--- src/sv/cbhr_pkg.sv ---
// Package for the cartridge bus handshake responder.
// Holds the phase type, the configuration bundle, register indexes, reset values and status codes.
// No dependencies.
package cbhr_pkg;

    // Configuration register indexes, in write-port order.
    localparam logic [2:0] REG_TRIGGER_A     = 3'd0;
    localparam logic [2:0] REG_RESPONSE_A    = 3'd1;
    localparam logic [2:0] REG_TRIGGER_B     = 3'd2;
    localparam logic [2:0] REG_RESPONSE_B    = 3'd3;
    localparam logic [2:0] REG_SETTLE_TICKS  = 3'd4;
    localparam logic [2:0] REG_HOLD_TICKS    = 3'd5;
    localparam logic [2:0] REG_RELEASE_TICKS = 3'd6;
    localparam logic [2:0] REG_TIMEOUT_TICKS = 3'd7;

    localparam int CFG_ADDR_W = 3;
    localparam int CFG_DATA_W = 10;

    // Reset values of the configuration registers.
    localparam logic [7:0] RST_TRIGGER_A     = 8'h10;
    localparam logic [7:0] RST_RESPONSE_A    = 8'h01;
    localparam logic [7:0] RST_TRIGGER_B     = 8'h49;
    localparam logic [7:0] RST_RESPONSE_B    = 8'h07;
    localparam logic [9:0] RST_SETTLE_TICKS  = 10'd5;
    localparam logic [9:0] RST_HOLD_TICKS    = 10'd24;
    localparam logic [9:0] RST_RELEASE_TICKS = 10'd5;
    localparam logic [9:0] RST_TIMEOUT_TICKS = 10'd200;

    // Send status codes reported with each result.
    localparam logic [1:0] TX_NONE       = 2'd0;
    localparam logic [1:0] TX_SENT       = 2'd1;
    localparam logic [1:0] TX_NO_ACK     = 2'd2;
    localparam logic [1:0] TX_NO_RELEASE = 2'd3;

    typedef enum logic [2:0] {
        PH_IDLE    = 3'd0,
        PH_RXACK   = 3'd1,
        PH_SETTLE  = 3'd2,
        PH_WHIGH   = 3'd3,
        PH_RELEASE = 3'd4,
        PH_WLOW    = 3'd5,
        PH_HOLD    = 3'd6
    } phase_t;

    typedef struct packed {
        logic [7:0] trigger_a;
        logic [7:0] response_a;
        logic [7:0] trigger_b;
        logic [7:0] response_b;
        logic [9:0] settle_ticks;
        logic [9:0] hold_ticks;
        logic [9:0] release_delay_ticks;
        logic [9:0] timeout_ticks;
    } cfg_t;

endpackage

--- src/sv/cbhr_cfg_regs.sv ---
// Configuration register bank of the cartridge bus handshake responder.
// Depends on cbhr_pkg for register indexes, reset values and the cfg_t bundle.
module cbhr_cfg_regs (
    input  logic                             aclk,
    input  logic                             aresetn,
    input  logic                             cfg_we,
    input  logic [cbhr_pkg::CFG_ADDR_W-1:0]  cfg_addr,
    input  logic [cbhr_pkg::CFG_DATA_W-1:0]  cfg_wdata,
    output cbhr_pkg::cfg_t                   cfg
);

    cbhr_pkg::cfg_t cfg_reg;
    cbhr_pkg::cfg_t cfg_next;

    // Decode a write into the addressed field.
    always_comb begin
        cfg_next = cfg_reg;
        if (cfg_we) begin
            case (cfg_addr)
                cbhr_pkg::REG_TRIGGER_A:     cfg_next.trigger_a = cfg_wdata[7:0];
                cbhr_pkg::REG_RESPONSE_A:    cfg_next.response_a = cfg_wdata[7:0];
                cbhr_pkg::REG_TRIGGER_B:     cfg_next.trigger_b = cfg_wdata[7:0];
                cbhr_pkg::REG_RESPONSE_B:    cfg_next.response_b = cfg_wdata[7:0];
                cbhr_pkg::REG_SETTLE_TICKS:  cfg_next.settle_ticks = cfg_wdata;
                cbhr_pkg::REG_HOLD_TICKS:    cfg_next.hold_ticks = cfg_wdata;
                cbhr_pkg::REG_RELEASE_TICKS: cfg_next.release_delay_ticks = cfg_wdata;
                cbhr_pkg::REG_TIMEOUT_TICKS: cfg_next.timeout_ticks = cfg_wdata;
                default:                     cfg_next = cfg_reg;
            endcase
        end
    end

    // Register bank with reset values.
    always_ff @(posedge aclk) begin
        if (!aresetn) begin
            cfg_reg.trigger_a           <= cbhr_pkg::RST_TRIGGER_A;
            cfg_reg.response_a          <= cbhr_pkg::RST_RESPONSE_A;
            cfg_reg.trigger_b           <= cbhr_pkg::RST_TRIGGER_B;
            cfg_reg.response_b          <= cbhr_pkg::RST_RESPONSE_B;
            cfg_reg.settle_ticks        <= cbhr_pkg::RST_SETTLE_TICKS;
            cfg_reg.hold_ticks          <= cbhr_pkg::RST_HOLD_TICKS;
            cfg_reg.release_delay_ticks <= cbhr_pkg::RST_RELEASE_TICKS;
            cfg_reg.timeout_ticks       <= cbhr_pkg::RST_TIMEOUT_TICKS;
        end else begin
            cfg_reg <= cfg_next;
        end
    end

    assign cfg = cfg_reg;

endmodule

--- src/sv/cartridge_bus_handshake_responder.sv ---
// Top level of the cartridge bus handshake responder.
// Depends on cbhr_pkg and instantiates cbhr_cfg_regs.
//
// Each input transaction is one sampled tick of the console strobe and data bus, and each
// produces exactly one result transaction with the line levels to drive for that tick.
// A tick is taken every clock cycle while the result register is empty or being taken: the
// handshake state machine updates its state and loads the result register in the same cycle.
// The result is registered and is offered in the cycle after its tick is accepted.
// Configuration writes are taken at any time but should be made while no tick is in flight.
module cartridge_bus_handshake_responder #(
    parameter int TIMER_BITS = 10
) (
    input  logic                             aclk,
    input  logic                             aresetn,
    // Input ticks. s_tdata: [0] strobe_level, [8:1] bus_sample, [15:9] zero.
    input  logic                             s_tvalid,
    output logic                             s_tready,
    input  logic [15:0]                      s_tdata,
    // Results. m_tdata: [0] ack_line, [1] bus_enable, [9:2] bus_drive_value,
    // [10] rx_valid, [18:11] rx_byte, [20:19] tx_status, [23:21] zero.
    output logic                             m_tvalid,
    input  logic                             m_tready,
    output logic [23:0]                      m_tdata,
    // Configuration write port.
    input  logic                             cfg_we,
    input  logic [cbhr_pkg::CFG_ADDR_W-1:0]  cfg_addr,
    input  logic [cbhr_pkg::CFG_DATA_W-1:0]  cfg_wdata
);

    localparam int CMP_W = (TIMER_BITS > cbhr_pkg::CFG_DATA_W) ? TIMER_BITS
                                                               : cbhr_pkg::CFG_DATA_W;
    localparam logic [TIMER_BITS-1:0] TMAX = {TIMER_BITS{1'b1}};

    cbhr_pkg::cfg_t cfg;

    cbhr_cfg_regs u_cfg (
        .aclk      (aclk),
        .aresetn   (aresetn),
        .cfg_we    (cfg_we),
        .cfg_addr  (cfg_addr),
        .cfg_wdata (cfg_wdata),
        .cfg       (cfg)
    );

    // Handshake state.
    cbhr_pkg::phase_t        phase_reg, phase_next;
    logic                    prev_strobe_reg, prev_strobe_next;
    logic [TIMER_BITS-1:0]   wait_timer_reg, wait_timer_next;
    logic [TIMER_BITS-1:0]   drive_elapsed_reg, drive_elapsed_next;
    logic [7:0]              latched_rx_reg, latched_rx_next;
    logic [7:0]              pending_reg, pending_next;

    // Result register.
    logic                    m_valid_reg;
    logic [20:0]             m_data_reg;

    logic                    fire;
    logic                    strobe;
    logic [7:0]              bus;
    logic [TIMER_BITS-1:0]   wait_inc;
    logic [TIMER_BITS-1:0]   elapsed_inc;
    logic                    wait_timeout;
    logic                    wait_release;
    logic                    settle_done;
    logic                    hold_done;
    logic                    rx_done;
    logic                    match_a;
    logic                    match_b;
    logic                    ack;
    logic                    en;
    logic                    rxv;
    logic [1:0]              status;

    assign s_tready = !m_valid_reg || m_tready;
    assign fire     = s_tvalid && s_tready;
    assign strobe   = s_tdata[0];
    assign bus      = s_tdata[8:1];

    // Saturating timer increments and the threshold compares on the timers.
    assign wait_inc     = (wait_timer_reg == TMAX) ? TMAX : wait_timer_reg + 1'b1;
    assign elapsed_inc  = (drive_elapsed_reg == TMAX) ? TMAX : drive_elapsed_reg + 1'b1;
    assign wait_timeout = CMP_W'(wait_inc) >= CMP_W'(cfg.timeout_ticks);
    assign wait_release = CMP_W'(wait_inc) >= CMP_W'(cfg.release_delay_ticks);
    assign settle_done  = CMP_W'(drive_elapsed_reg) >= CMP_W'(cfg.settle_ticks);
    assign hold_done    = CMP_W'(drive_elapsed_reg) >= CMP_W'(cfg.hold_ticks);
    assign rx_done      = !strobe || wait_timeout;
    assign match_a      = latched_rx_reg == cfg.trigger_a;
    assign match_b      = latched_rx_reg == cfg.trigger_b;

    // Next-state logic for the handshake sequencer.
    always_comb begin
        phase_next         = phase_reg;
        prev_strobe_next   = prev_strobe_reg;
        wait_timer_next    = wait_timer_reg;
        drive_elapsed_next = drive_elapsed_reg;
        latched_rx_next    = latched_rx_reg;
        pending_next       = pending_reg;
        case (phase_reg)
            cbhr_pkg::PH_IDLE: begin
                if (strobe && !prev_strobe_reg) begin
                    latched_rx_next  = bus;
                    wait_timer_next  = '0;
                    prev_strobe_next = 1'b0;
                    phase_next       = cbhr_pkg::PH_RXACK;
                end else begin
                    prev_strobe_next = strobe;
                end
            end
            cbhr_pkg::PH_RXACK: begin
                if (strobe) begin
                    wait_timer_next = wait_inc;
                end
                if (rx_done) begin
                    prev_strobe_next = 1'b0;
                    phase_next       = cbhr_pkg::PH_IDLE;
                    if (match_a || match_b) begin
                        pending_next       = match_a ? cfg.response_a : cfg.response_b;
                        phase_next         = cbhr_pkg::PH_SETTLE;
                        drive_elapsed_next = TIMER_BITS'(1);
                    end
                end
            end
            cbhr_pkg::PH_SETTLE: begin
                if (settle_done) begin
                    wait_timer_next = '0;
                    phase_next      = cbhr_pkg::PH_WHIGH;
                end
                drive_elapsed_next = elapsed_inc;
            end
            cbhr_pkg::PH_WHIGH: begin
                if (strobe) begin
                    wait_timer_next    = '0;
                    phase_next         = (cfg.release_delay_ticks == '0) ? cbhr_pkg::PH_WLOW
                                                                         : cbhr_pkg::PH_RELEASE;
                    drive_elapsed_next = elapsed_inc;
                end else begin
                    wait_timer_next = wait_inc;
                    if (wait_timeout) begin
                        phase_next = cbhr_pkg::PH_IDLE;
                    end else begin
                        drive_elapsed_next = elapsed_inc;
                    end
                end
            end
            cbhr_pkg::PH_RELEASE: begin
                if (wait_release) begin
                    wait_timer_next = '0;
                    phase_next      = cbhr_pkg::PH_WLOW;
                end else begin
                    wait_timer_next = wait_inc;
                end
                drive_elapsed_next = elapsed_inc;
            end
            cbhr_pkg::PH_WLOW: begin
                if (!strobe) begin
                    if (hold_done) begin
                        phase_next = cbhr_pkg::PH_IDLE;
                    end else begin
                        phase_next         = cbhr_pkg::PH_HOLD;
                        drive_elapsed_next = elapsed_inc;
                    end
                end else begin
                    wait_timer_next = wait_inc;
                    if (wait_timeout) begin
                        phase_next = cbhr_pkg::PH_IDLE;
                    end else begin
                        drive_elapsed_next = elapsed_inc;
                    end
                end
            end
            cbhr_pkg::PH_HOLD: begin
                if (hold_done) begin
                    phase_next = cbhr_pkg::PH_IDLE;
                end else begin
                    drive_elapsed_next = elapsed_inc;
                end
            end
            default: begin
                phase_next       = cbhr_pkg::PH_IDLE;
                prev_strobe_next = strobe;
            end
        endcase
    end

    // Line levels and status for the current tick.
    always_comb begin
        ack    = 1'b0;
        en     = 1'b0;
        rxv    = 1'b0;
        status = cbhr_pkg::TX_NONE;
        case (phase_reg)
            cbhr_pkg::PH_IDLE: begin
                if (strobe && !prev_strobe_reg) begin
                    rxv = 1'b1;
                    ack = 1'b1;
                end
            end
            cbhr_pkg::PH_RXACK: begin
                ack = !rx_done;
                en  = rx_done && (match_a || match_b);
            end
            cbhr_pkg::PH_SETTLE: begin
                en  = 1'b1;
                ack = settle_done;
            end
            cbhr_pkg::PH_WHIGH: begin
                if (strobe) begin
                    ack = cfg.release_delay_ticks != '0;
                    en  = 1'b1;
                end else if (wait_timeout) begin
                    status = cbhr_pkg::TX_NO_ACK;
                end else begin
                    ack = 1'b1;
                    en  = 1'b1;
                end
            end
            cbhr_pkg::PH_RELEASE: begin
                ack = !wait_release;
                en  = 1'b1;
            end
            cbhr_pkg::PH_WLOW: begin
                if (!strobe) begin
                    if (hold_done) begin
                        status = cbhr_pkg::TX_SENT;
                    end else begin
                        en = 1'b1;
                    end
                end else if (wait_timeout) begin
                    status = cbhr_pkg::TX_NO_RELEASE;
                end else begin
                    en = 1'b1;
                end
            end
            cbhr_pkg::PH_HOLD: begin
                if (hold_done) begin
                    status = cbhr_pkg::TX_SENT;
                end else begin
                    en = 1'b1;
                end
            end
            default: begin
                ack = 1'b0;
            end
        endcase
    end

    // State update on each accepted tick.
    always_ff @(posedge aclk) begin
        if (!aresetn) begin
            phase_reg         <= cbhr_pkg::PH_IDLE;
            prev_strobe_reg   <= 1'b0;
            wait_timer_reg    <= '0;
            drive_elapsed_reg <= '0;
            latched_rx_reg    <= '0;
            pending_reg       <= '0;
        end else if (fire) begin
            phase_reg         <= phase_next;
            prev_strobe_reg   <= prev_strobe_next;
            wait_timer_reg    <= wait_timer_next;
            drive_elapsed_reg <= drive_elapsed_next;
            latched_rx_reg    <= latched_rx_next;
            pending_reg       <= pending_next;
        end
    end

    // Result register: loaded on an accepted tick, emptied when the result is taken.
    always_ff @(posedge aclk) begin
        if (!aresetn) begin
            m_valid_reg <= 1'b0;
        end else if (fire) begin
            m_valid_reg <= 1'b1;
        end else if (m_tready) begin
            m_valid_reg <= 1'b0;
        end
    end

    always_ff @(posedge aclk) begin
        if (fire) begin
            m_data_reg <= {status, latched_rx_next, rxv,
                           (en ? pending_next : 8'h00), en, ack};
        end
    end

    assign m_tvalid = m_valid_reg;
    assign m_tdata  = {3'b000, m_data_reg};

endmodule
--- config.mk ---
export PLATFORM = sky130hd
export DESIGN_NAME = cartridge_bus_handshake_responder
export DESIGN_NICKNAME = d
export VERILOG_FILES = /design/src/sv/cbhr_pkg.sv /design/src/sv/cbhr_cfg_regs.sv /design/src/sv/cartridge_bus_handshake_responder.sv
export SDC_FILE = /design/constraint.sdc
export NUM_CORES = 1
export LEC_CHECK = 0
export BUFFER_PORTS_ARGS = -buffer_cell sky130_fd_sc_hd__buf_2
export CAP_MARGIN = 40
export CORE_MARGIN = 3
export CORE_UTILIZATION = 37
export DETAILED_ROUTE_END_ITERATION = 16
export GPL_TIMING_DRIVEN = 0
export PLACE_DENSITY_LB_ADDON = 0.2
export SKIP_LAST_GASP = 1
export SYNTH_ARGS = -nofsm -noshare
export SYNTH_HDL_FRONTEND = slang
export SYNTH_SLANG_ARGS = --single-unit
--- constraint.sdc ---
create_clock -name aclk -period 3.36 [get_ports aclk]
set_input_delay 0.672 -clock aclk [delete_from_list [all_inputs] [get_ports aclk]]
set_output_delay 0.672 -clock aclk [all_outputs]
set_load 0.01 [all_outputs]
== Yosys cells after proc, flatten, opt, wreduce, memory -nomap -nowiden ==
Cells that the tools add are included.
Cells by class
  add/sub/neg operators: 2
  $mul: 0
  divide/modulo/power cells: 0
  order comparisons: 4
  equality and inequality tests: 24
  shift operators: 0
  multiplexer cells: 52
  bitwise operators: 1
  reductions and logical operators: 33
Operator list (count)
  2-to-1 mux 10 bit: 13
  one-hot mux 10 bit (5 select lines): 2
  2-to-1 mux 8 bit: 6
  >= comparator 10 bit: 4
  2-to-1 mux 3 bit: 9
  == test 3 bit (second input constant): 7
  one-hot mux 3 bit (7 select lines): 1
  adder 10 x 1 -> 10 bit (second input constant): 2
  == test 10 bit (second input constant): 2
  == test 8 bit: 2
  AND reduction 2 bit: 8
  == test 3 x 2 -> 1 bit (second input constant): 4
  2-to-1 mux 1 bit: 12
  != test 2 bit (second input constant): 6
  logical NOT 10 bit: 1
  2-to-1 mux 2 bit: 5
  one-hot mux 1 bit (5 select lines): 2
  nonzero test 10 bit: 1
  nonzero test 5 bit: 2
  == test 3 x 1 -> 1 bit (second input constant): 2
  logical NOT 3 bit: 2
  one-hot mux 2 bit (3 select lines): 1
  AND reduction 6 bit: 1
  logical NOT 1 bit: 5
  11 further kinds: 16
Word-level totals
  bits in registers: 134
  latch bits: 0
  bits in writable memories: 0
  bits in read-only memories: 0
  input port bits: 34
  output and inout port bits: 26
  logic and storage cells: 134
  memories: 0

== Depth between registers and ports, before layout ==
Gate-level depths: netlist (run 1).
  word-level depth: 6
  mapped depth: 14
  depth with buffers taken out: 13

== Modules after synthesis ==
From an unflattened synthesis (run 1), not the netlist that was laid out.
Second synthesis, totals
  cell total of the unflattened synthesis: 827
  area, all modules: 7467.2 µm²
By module, submodules not included
  cartridge_bus_handshake_responder: instances 1, cells each 561, area an instance 4702.0 µm², sequential area each 1451.4 µm²
  cbhr_cfg_regs: instances 1, cells each 266, area an instance 2765.2 µm², sequential area each 1441.4 µm²

== Least setup slack after synthesis (run 1) ==
Ideal clock, no wire load.
  path type: reg-to-reg
  from: register wait_timer_reg[0]
  to: register m_data_reg[0] (data pin)
  setup time: 0.180 ns
  data arrival time: 3.094 ns
  data required time: 3.180 ns
  setup slack: 0.086 ns
  stages on the path, launching flop included: 15
  buffers on the path: 1
  clock period less this slack: 3.274 ns
  cell sequence: dfxtp_1 > ha_1 > nand3_1 > nor2_1 > nand3_1 > and2_1 > ha_1 > nand2b_1 > a211o_1 > and3_1 > clkbuf_1 > nor2_1 > nor2_1 > o311a_1 > o311ai_1
Between the ends
  longest elaborated chain between the ends: 6
  elaborated cells on any way between the ends: 11
  those cells by class: add/sub (1); order compare (2); eq/ne (1); mux (4); reduce/logical (3)
Ends and longest elaborated chain
  start, declared: RTL line cartridge_bus_handshake_responder.sv:48  | logic [TIMER_BITS-1:0] wait_timer_reg, wait_timer_next;
  start signal, assigned: RTL line cartridge_bus_handshake_responder.sv:259  | wait_timer_reg <= wait_timer_next;
  adder 10 x 1 -> 10 bit / == test 10 bit (equally long branches): RTL line cartridge_bus_handshake_responder.sv:80  | assign wait_inc = (wait_timer_reg == TMAX) ? TMAX : wait_timer_reg + 1'b1;
  2-to-1 mux 10 bit *: RTL line cartridge_bus_handshake_responder.sv:80
  >= comparator 10 bit: RTL line cartridge_bus_handshake_responder.sv:82  | assign wait_timeout = CMP_W'(wait_inc) >= CMP_W'(cfg.timeout_ticks);
  2-to-1 mux 1 bit / logical OR 1 bit (equally long branches): RTL line cartridge_bus_handshake_responder.sv:210, cartridge_bus_handshake_responder.sv:86
  2-to-1 mux 1 bit / logical NOT 1 bit (equally long branches): RTL line cartridge_bus_handshake_responder.sv:207, cartridge_bus_handshake_responder.sv:199
  one-hot mux 1 bit (5 select lines) *: RTL line cartridge_bus_handshake_responder.sv:191  | case (phase_reg)
  via ack: RTL line cartridge_bus_handshake_responder.sv:69  | logic ack;
  end signal, assigned: RTL line cartridge_bus_handshake_responder.sv:279  | m_data_reg <= {status, latched_rx_next, rxv,
  end, declared: RTL line cartridge_bus_handshake_responder.sv:55  | logic [20:0] m_data_reg;
The timed path passes the listed nets; every way through them passes the cells marked *.
A chain may end at the register's enable or synchronous reset.

== Worst setup path after layout (run 1) ==
  from: register wait_timer_reg[2]
  to: register m_data_reg[8] (data pin)
Between the ends
  longest elaborated chain between the ends: 6
  elaborated cells on any way between the ends: 12
  those cells by class: add/sub (1); order compare (1); eq/ne (1); mux (7); reduce/logical (2)
Ends and longest elaborated chain
  adder 10 x 1 -> 10 bit / == test 10 bit (equally long branches): RTL line cartridge_bus_handshake_responder.sv:80
  2-to-1 mux 10 bit *: RTL line cartridge_bus_handshake_responder.sv:80
  >= comparator 10 bit *: RTL line cartridge_bus_handshake_responder.sv:82
  2-to-1 mux 1 bit / logical OR 1 bit (equally long branches): RTL line cartridge_bus_handshake_responder.sv:210, cartridge_bus_handshake_responder.sv:228, cartridge_bus_handshake_responder.sv:86
  2-to-1 mux 1 bit, or another cell as far along: RTL line cartridge_bus_handshake_responder.sv:222  | if (!strobe) begin
  one-hot mux 1 bit (5 select lines) / 2-to-1 mux 8 bit (equally long branches): RTL line cartridge_bus_handshake_responder.sv:191, cartridge_bus_handshake_responder.sv:98
Every way passes the cells marked *; elsewhere a longest branch is shown, timed or not.

==> metrics.yaml, run 1 <==
outcome:
  status: "complete, no violations"
setup_path:
  startpoint: "wait_timer_reg[2]"
  r2r_cells: 13
  critPathMaxStageDelay_ns: 0.37
  crit_family: "simple AND/OR/NAND/NOR gates"
  r2r_start: "wait_timer_reg[2]"
  crit_path_cell_trace: "and3_4 > and3_4 > and3_4 > nand3_1 > mux2_4 > ha_4 > nand2_2 > nor2_4 > nand3_2 > a21oi_2 > nor3_2 > or2_4 > o2bb2ai_1"
  crit_path_end_kind: "flip-flop"
  crit_top_cell: "and3_4"
  critPathRequiredTime_ns: 3.52
  critPathLaunchType: "flip-flop"
  cp.arrival_ns: 3.41
  cp_num_buf_inv: 0
  reg2reg_to: "m_data_reg[8]"
  crit_path_top_delay_cell: "dfxtp_4"
  crit_type: "reg -> reg"
  crit_fanout: 8
  reg2reg_setup_slack_ns: 0.11
drt:
  vias_per_cell: 5.24
  detail-route-antenna-nets: 0
  drt_first_pass_iters: 5
  dr.first_iter.drc_count: 414
  detail_route.drc_violations: 0
  routedWlPerCell_um: 16.6
  finalWirelength_mm: 20.3
  vias: 6417
cells_and_area:
  stdcell_count: 1224
  fillers: 1915
  mostFrequentLayoutCell: "nand2_1"
  layout-drive-gt1-share_pct: 16.5
  mostFrequentLayoutCells: "198 x nand2_1, 108 x dfxtp_1, 93 x a21oi_1"
  largest_reg_flops: 72
  utilization_pct: 45.4
  fin_area_mm2: 0.00858
  syn2layout_area_growth_pct: 19.6
  layout.nets: 1027
  antenna_cells: 0
pwr:
  vdd_drop_max_mv: 0.283
  power.density_mw_per_mm2: 477
  p_leak_nw: 3.25
  fin_total_pwr_mw: 4.10
grt:
  grt_pass1_vias: 6148
  globalRouteTotalUtil_pct: 19.3
  grt_antenna_before_repair: 0
  overflow: 0
  grt_max_degree: 31
  grt_pass1_wl_mm: 32.7
clock_network:
  htree_levels: 4
  hold_buffers: 0
  cts.sinks: 134
  path_clk_slew_ns: 0.06
  clock_latency_ns: 0.42
  cts_buffer_depth: 2
  root_buffer: "clkbuf_16"
  cts_tree: "done"
  numCtsBuffers: 17
placed_design:
  dp_hpwl_mm: 14.4
  place.gp.congestion: 0.908
  pre_cts_slack_ns: -0.636
  port_buffers: 36
  place_area_mm2: 0.00771
  dp.cells: 1182
logic_synthesis:
  synth-async-reset-ratio_pct: 0
  synth_cell_types: 67
  synth_area_mm2: 0.00718
  syn_avg_cell_area_um2: 8.14
  ys_ff_latch: 134
  synth_top_area_cell: "dfxtp_1"
  ys_top_cells_by_area: "dfxtp_1 32%, nand2_1 10%, edfxtp_1 8.8%"
  netlist_instances: 882
  post-synth-top-area-fraction_pct: 31.5
  synth-seq-area-share_pct: 40.3
  synth_top_flop_cell: "dfxtp_1"
  yosys_warnings: 0
  synth_edf_count: 21
worst_hold_path:
  min_to: "u_cfg.cfg[44]"
  worstHoldPathType: "reg -> reg"
  worstHoldStart: "u_cfg.cfg[44]"
  min_path_cells: 2
floorplanning:
  dieArea_mm2: 0.0211
  core-area_mm2: 0.0189
  die_width_um: 145
  ioPinCount: 60
  initial_core_util_pct: 38.0
  rows: 50
  die_h_um: 145
sta:
  clock_skew_ns: 0.00850
  maxSlewHeadroom_pct: 48.9
  timing.setup.tns_ns: 0
  worst_slack_ns: 0.110
  slew_violations: 0
  final-setup-viol-count: 0
  worstMarginPinSlew_ns: 0.767
  fin_crit_sh_pct: 96.7
  hold_slack_ns: 0.454
  rsz0062_at_grt: "true"
  fmax_mhz: 308
  finalCriticalPeriod_ns: 3.25
  timing_hold_violations_final: 0
flow_run:
  cap_violations: 0
## cell type report
type	instances	area [um^2]	share of cell area, %
flip-flops and latches	134	2900	33.8
well taps	260	325	3.79
multi-input cells	651	4110	47.9
clock inverters	13	95.1	1.11
plain buffers	45	215	2.51
clock buffers	19	454	5.29
inverters	52	195	2.27
repair buffers	50	283	3.29
## timing repair
| item | in CTS | in global routing |
|---|---|---|
| endpoints found under the setup margin | 34 | 32 |
| buffers inserted | 10 | 1 |
| pin swaps | 6 | 7 |
| gates resized for setup | 33 | 22 |
| endpoints found under the hold margin | 0 | 0 |
## Yosys cell counts (all sizes together), types with 17 or more instances
| cell | number |
|---|---|
| xnor2 | 19 |
| a21oi | 95 |
| ha | 42 |
| nand2 | 200 |
| nor2 | 36 |
| nand3 | 45 |
| clkbuf | 38 |
| nand2b | 17 |
| inv | 51 |
| o21ai | 37 |
| dfxtp | 113 |
| edfxtp | 21 |
## where the power goes
part | internal, mW | switching (mW) | leakage [nW] | total [mW]
clock network | 0.992 | 0.751 | 0.265 | 1.74
registers | 1.70 | 0.0302 | 1.13 | 1.73
logic | 0.227 | 0.400 | 1.85 | 0.628
## layer usage
metal | GRT usage (%) | routed length (um) | vias up
met4 | 6.46 | 399 | 0
met2 | 30.2 | 9390 | 173
li1 | - | - | 3221
met3 | 4.12 | 965 | 26
met5 | 0 | 0 | -
met1 | 26.6 | 9580 | 2997
## worst max path at each step
| stage | endpoint | slack [ns] | depth (start not counted) |
|---|---|---|---|
| floorplan | m_data_reg[0] | 0.09 | 14 |
| global route | m_data_reg[0] | 0.0005 | 13 |
| detailed placement | m_data_reg[0] | -0.64 | 14 |
| global placement | m_data_reg[0] | -0.61 | 14 |
| finish | m_data_reg[8] | 0.11 | 13 |
| CTS | drive_elapsed_reg[2] | 0.009 | 14 |
## worst min-delay path, delay by kind of cell, from the launching register on
| kind | cells | cell delay, ns |
|---|---|---|
| AOI/OAI and AO/OA | 1 | 0.05 |
| DFF | 1 | 0.31 |
| and+or+nand+nor | 1 | 0.05 |
## cell families after synthesis
logic type | count (synthesis) | share of synthesized area [%]
AO/OA/AOI/OAI | 210 | 18.4
XOR/XNOR | 21 | 2.56
adder cells (fa/ha/maj) | 42 | 7.32
buffers and inverters | 99 | 5.82
flip-flops | 134 | 40.3
multiplexers | 20 | 2.96
other | 1 | 0.0522
AND/OR/NAND/NOR | 355 | 22.6
Note: power is estimated with default switching activity, not from simulation.
==> run 2: changes to the inputs <==
Settings changed: CORE_UTILIZATION 37 to 45.
==> run 2 against run 1 <==
Against the previous run: first-iteration DRC count is 22% higher; hold slack lost 0.00072 ns; critical endpoint is now phase_reg[1]; cell count fell by 4.0%; utilization rose by 10 points.
==> metrics.yaml, run 2 (synthesized netlist as in run 1, its figures left out) <==
drt:
  finalWirelength_mm: 19.5  # -4.3%
  detail_route.drc_violations: 0  # unchanged
  dr.first_iter.drc_count: 506  # +22%
  detail-route-antenna-nets: 0  # unchanged
  routedWlPerCell_um: 16.6  # -0.30%
  vias_per_cell: 5.40  # +3.0%
  drt_first_pass_iters: 7  # +2
  vias: 6344  # -1.1%
setup_path:
  critPathRequiredTime_ns: 3.66  # +0.14 ns
  critPathLaunchType: "flip-flop"
  crit_type: "reg -> reg"
  startpoint: "wait_timer_reg[2]"
  reg2reg_setup_slack_ns: 0.1  # about the same
  r2r_start: "wait_timer_reg[2]"
  cp.arrival_ns: 3.56  # +0.15 ns
  r2r_cells: 14  # +1
  crit_path_end_kind: "flip-flop"
  crit_fanout: 6  # -2
  reg2reg_to: "phase_reg[1]"
cells_and_area:
  layout.nets: 1027  # unchanged
  mostFrequentLayoutCells: "198 x nand2_1, 108 x dfxtp_1, 92 x a21oi_1"
  antenna_cells: 0  # unchanged
  largest_reg_flops: 72  # unchanged
  layout-drive-gt1-share_pct: 16.4  # -0.10 points
  syn2layout_area_growth_pct: 19.3
  stdcell_count: 1175  # -4.0%
  fin_area_mm2: 0.00857  # -0.19%
  mostFrequentLayoutCell: "nand2_1"
clock_network:
  hold_buffers: 0  # unchanged
  numCtsBuffers: 17  # unchanged
  htree_levels: 4  # unchanged
  cts_buffer_depth: 2  # unchanged
  root_buffer: "clkbuf_16"
  clock_latency_ns: 0.42  # about the same
  cts.sinks: 134  # unchanged
  cts_tree: "done"
  path_clk_slew_ns: 0.06  # about the same
placed_design:
  dp_hpwl_mm: 13.9  # -3.8%
  dp.cells: 1133  # -4.1%
  place_area_mm2: 0.00765  # -0.80%
  port_buffers: 36  # unchanged
  place.gp.congestion: 0.898  # -1.1%
  pre_cts_slack_ns: -0.592  # +0.0443 ns
floorplanning:
  initial_core_util_pct: 46.5  # +8.5 points
  dieArea_mm2: 0.0175  # -17%
  die_h_um: 132  # -8.9%
  core-area_mm2: 0.0154  # -18%
  die_width_um: 132  # -8.9%
  rows: 45  # -10%
  ioPinCount: 60  # unchanged
sta:
  finalCriticalPeriod_ns: 3.26  # +0.0130 ns
  fin_crit_sh_pct: 97.1  # +0.39 points
  final-setup-viol-count: 0  # unchanged
  timing_hold_violations_final: 0  # unchanged
  worst_slack_ns: 0.0968  # -0.0130 ns
  maxSlewHeadroom_pct: 41.0  # -7.8 points
  slew_violations: 0  # unchanged
  clock_skew_ns: 0.00975  # +0.00124 ns
  worstMarginPinSlew_ns: 0.878  # +0.111 ns
  fmax_mhz: 306  # -0.40%
worst_hold_path:
  worstHoldStart: "u_cfg.cfg[57]"
  min_path_cells: 2  # unchanged
  min_to: "u_cfg.cfg[57]"
  worstHoldPathType: "reg -> reg"
outcome:
  status: "complete, no violations"
grt:
  grt_pass1_wl_mm: 31.4  # -4.0%
  grt_antenna_before_repair: 0  # unchanged
  grt_max_degree: 31  # unchanged
  grt_pass1_vias: 5965  # -3.0%
  globalRouteTotalUtil_pct: 22.4  # +3.1 points
  overflow: 0  # unchanged
pwr:
  power.density_mw_per_mm2: 481  # +0.80%
  vdd_drop_max_mv: 0.386  # +37%
  p_leak_nw: 3.26  # +0.21%
flow_run:
  cap_violations: 0  # unchanged
run 2: cell count changes in the layout (fill, tap and decap cells not counted), moves of 2 or more:
cell | previous run | this run
clkbuf_1 | 29 | 32
clkbuf_8 | 0 | 2
clkinv_2 | 4 | 0
clkinv_4 | 2 | 4
inv_6 | 4 | 1
nor2_4 | 4 | 2
run 2: routing by layer:
layer / vias up / global-route usage (%) / routed length, um / share of wire, %
met4: 0 / 6.58 / 367 / 1.9
met2: 155 / 35.5 / 9040 / 46
li1: 3222 / - / - / -
met3: 34 / 4.73 / 985 / 5.1
met1: 2933 / 31.1 / 9080 / 47
met5: - / 0 / 0 / 0
run 2: metrics by stage:
step | hold WS (ns) | power, mW | setup TNS (ns) | util (%)
global placement | 0.443 | 2.32 | -15.06 | 49.5
global route | 0.472 | 4.27 | -0.0402 | 55.5
floorplan | 0.436 | 2.16 | 0 | -
finish | 0.453 | 4.12 | 0 | 55.5
detailed placement | 0.447 | 2.33 | -14.98 | 49.6
CTS | 0.456 | 4.11 | -0.278 | 54.3
run 2: report_power, final:
group,total (mW),internal (mW),switching [mW],leakage (nW)
clock network,1.78,1.06,0.716,0.264
logic,0.613,0.224,0.389,1.86
registers,1.73,1.70,0.0315,1.13
total,4.12,2.98,1.14,3.26
run 2: layout make-up:
| type | instances | area (um^2) |
|---|---|---|
| plain buffers | 45 | 215 |
| clock buffers | 23 | 468 |
| clock inverters | 9 | 96.3 |
| fillers | 1437 | 6860 |
| inverters | 52 | 195 |
| multi-input cells | 651 | 4130 |
| flip-flops and latches | 134 | 2900 |
| well taps | 211 | 264 |
| repair buffers | 50 | 298 |
run 2: worst max-delay path by stage:
stage	endpoint	slack, ns	cells after the start
2_1_floorplan	m_data_reg[0]	0.09	14
3_3_place_gp	m_data_reg[0]	-0.59	14
3_5_place_dp	drive_elapsed_reg[6]	-0.59	14
4_1_cts	m_data_reg[8]	-0.05	13
5_1_grt	phase_reg[1]	-0.04	14
6_report	phase_reg[1]	0.1	14
run 2: worst max-delay path, cell delays in order (launching register included):
cell	delay, ns
dfxtp_4	0.37
and3_4	0.19
and3_1	0.20
and3_4	0.20
nand3_1	0.09
mux2_4	0.35
ha_4	0.28
nand2_2	0.07
nor2_4	0.16
and3_4	0.28
nor3_4	0.08
nor4b_4	0.24
buf_4	0.18
nand2_1	0.07
o311a_1	0.36
run 2: repair_timing:
action	in CTS	in global routing
resized for setup	24	33
pin swaps	6	8
buffers inserted	7	5
endpoints found under the setup margin	34	32
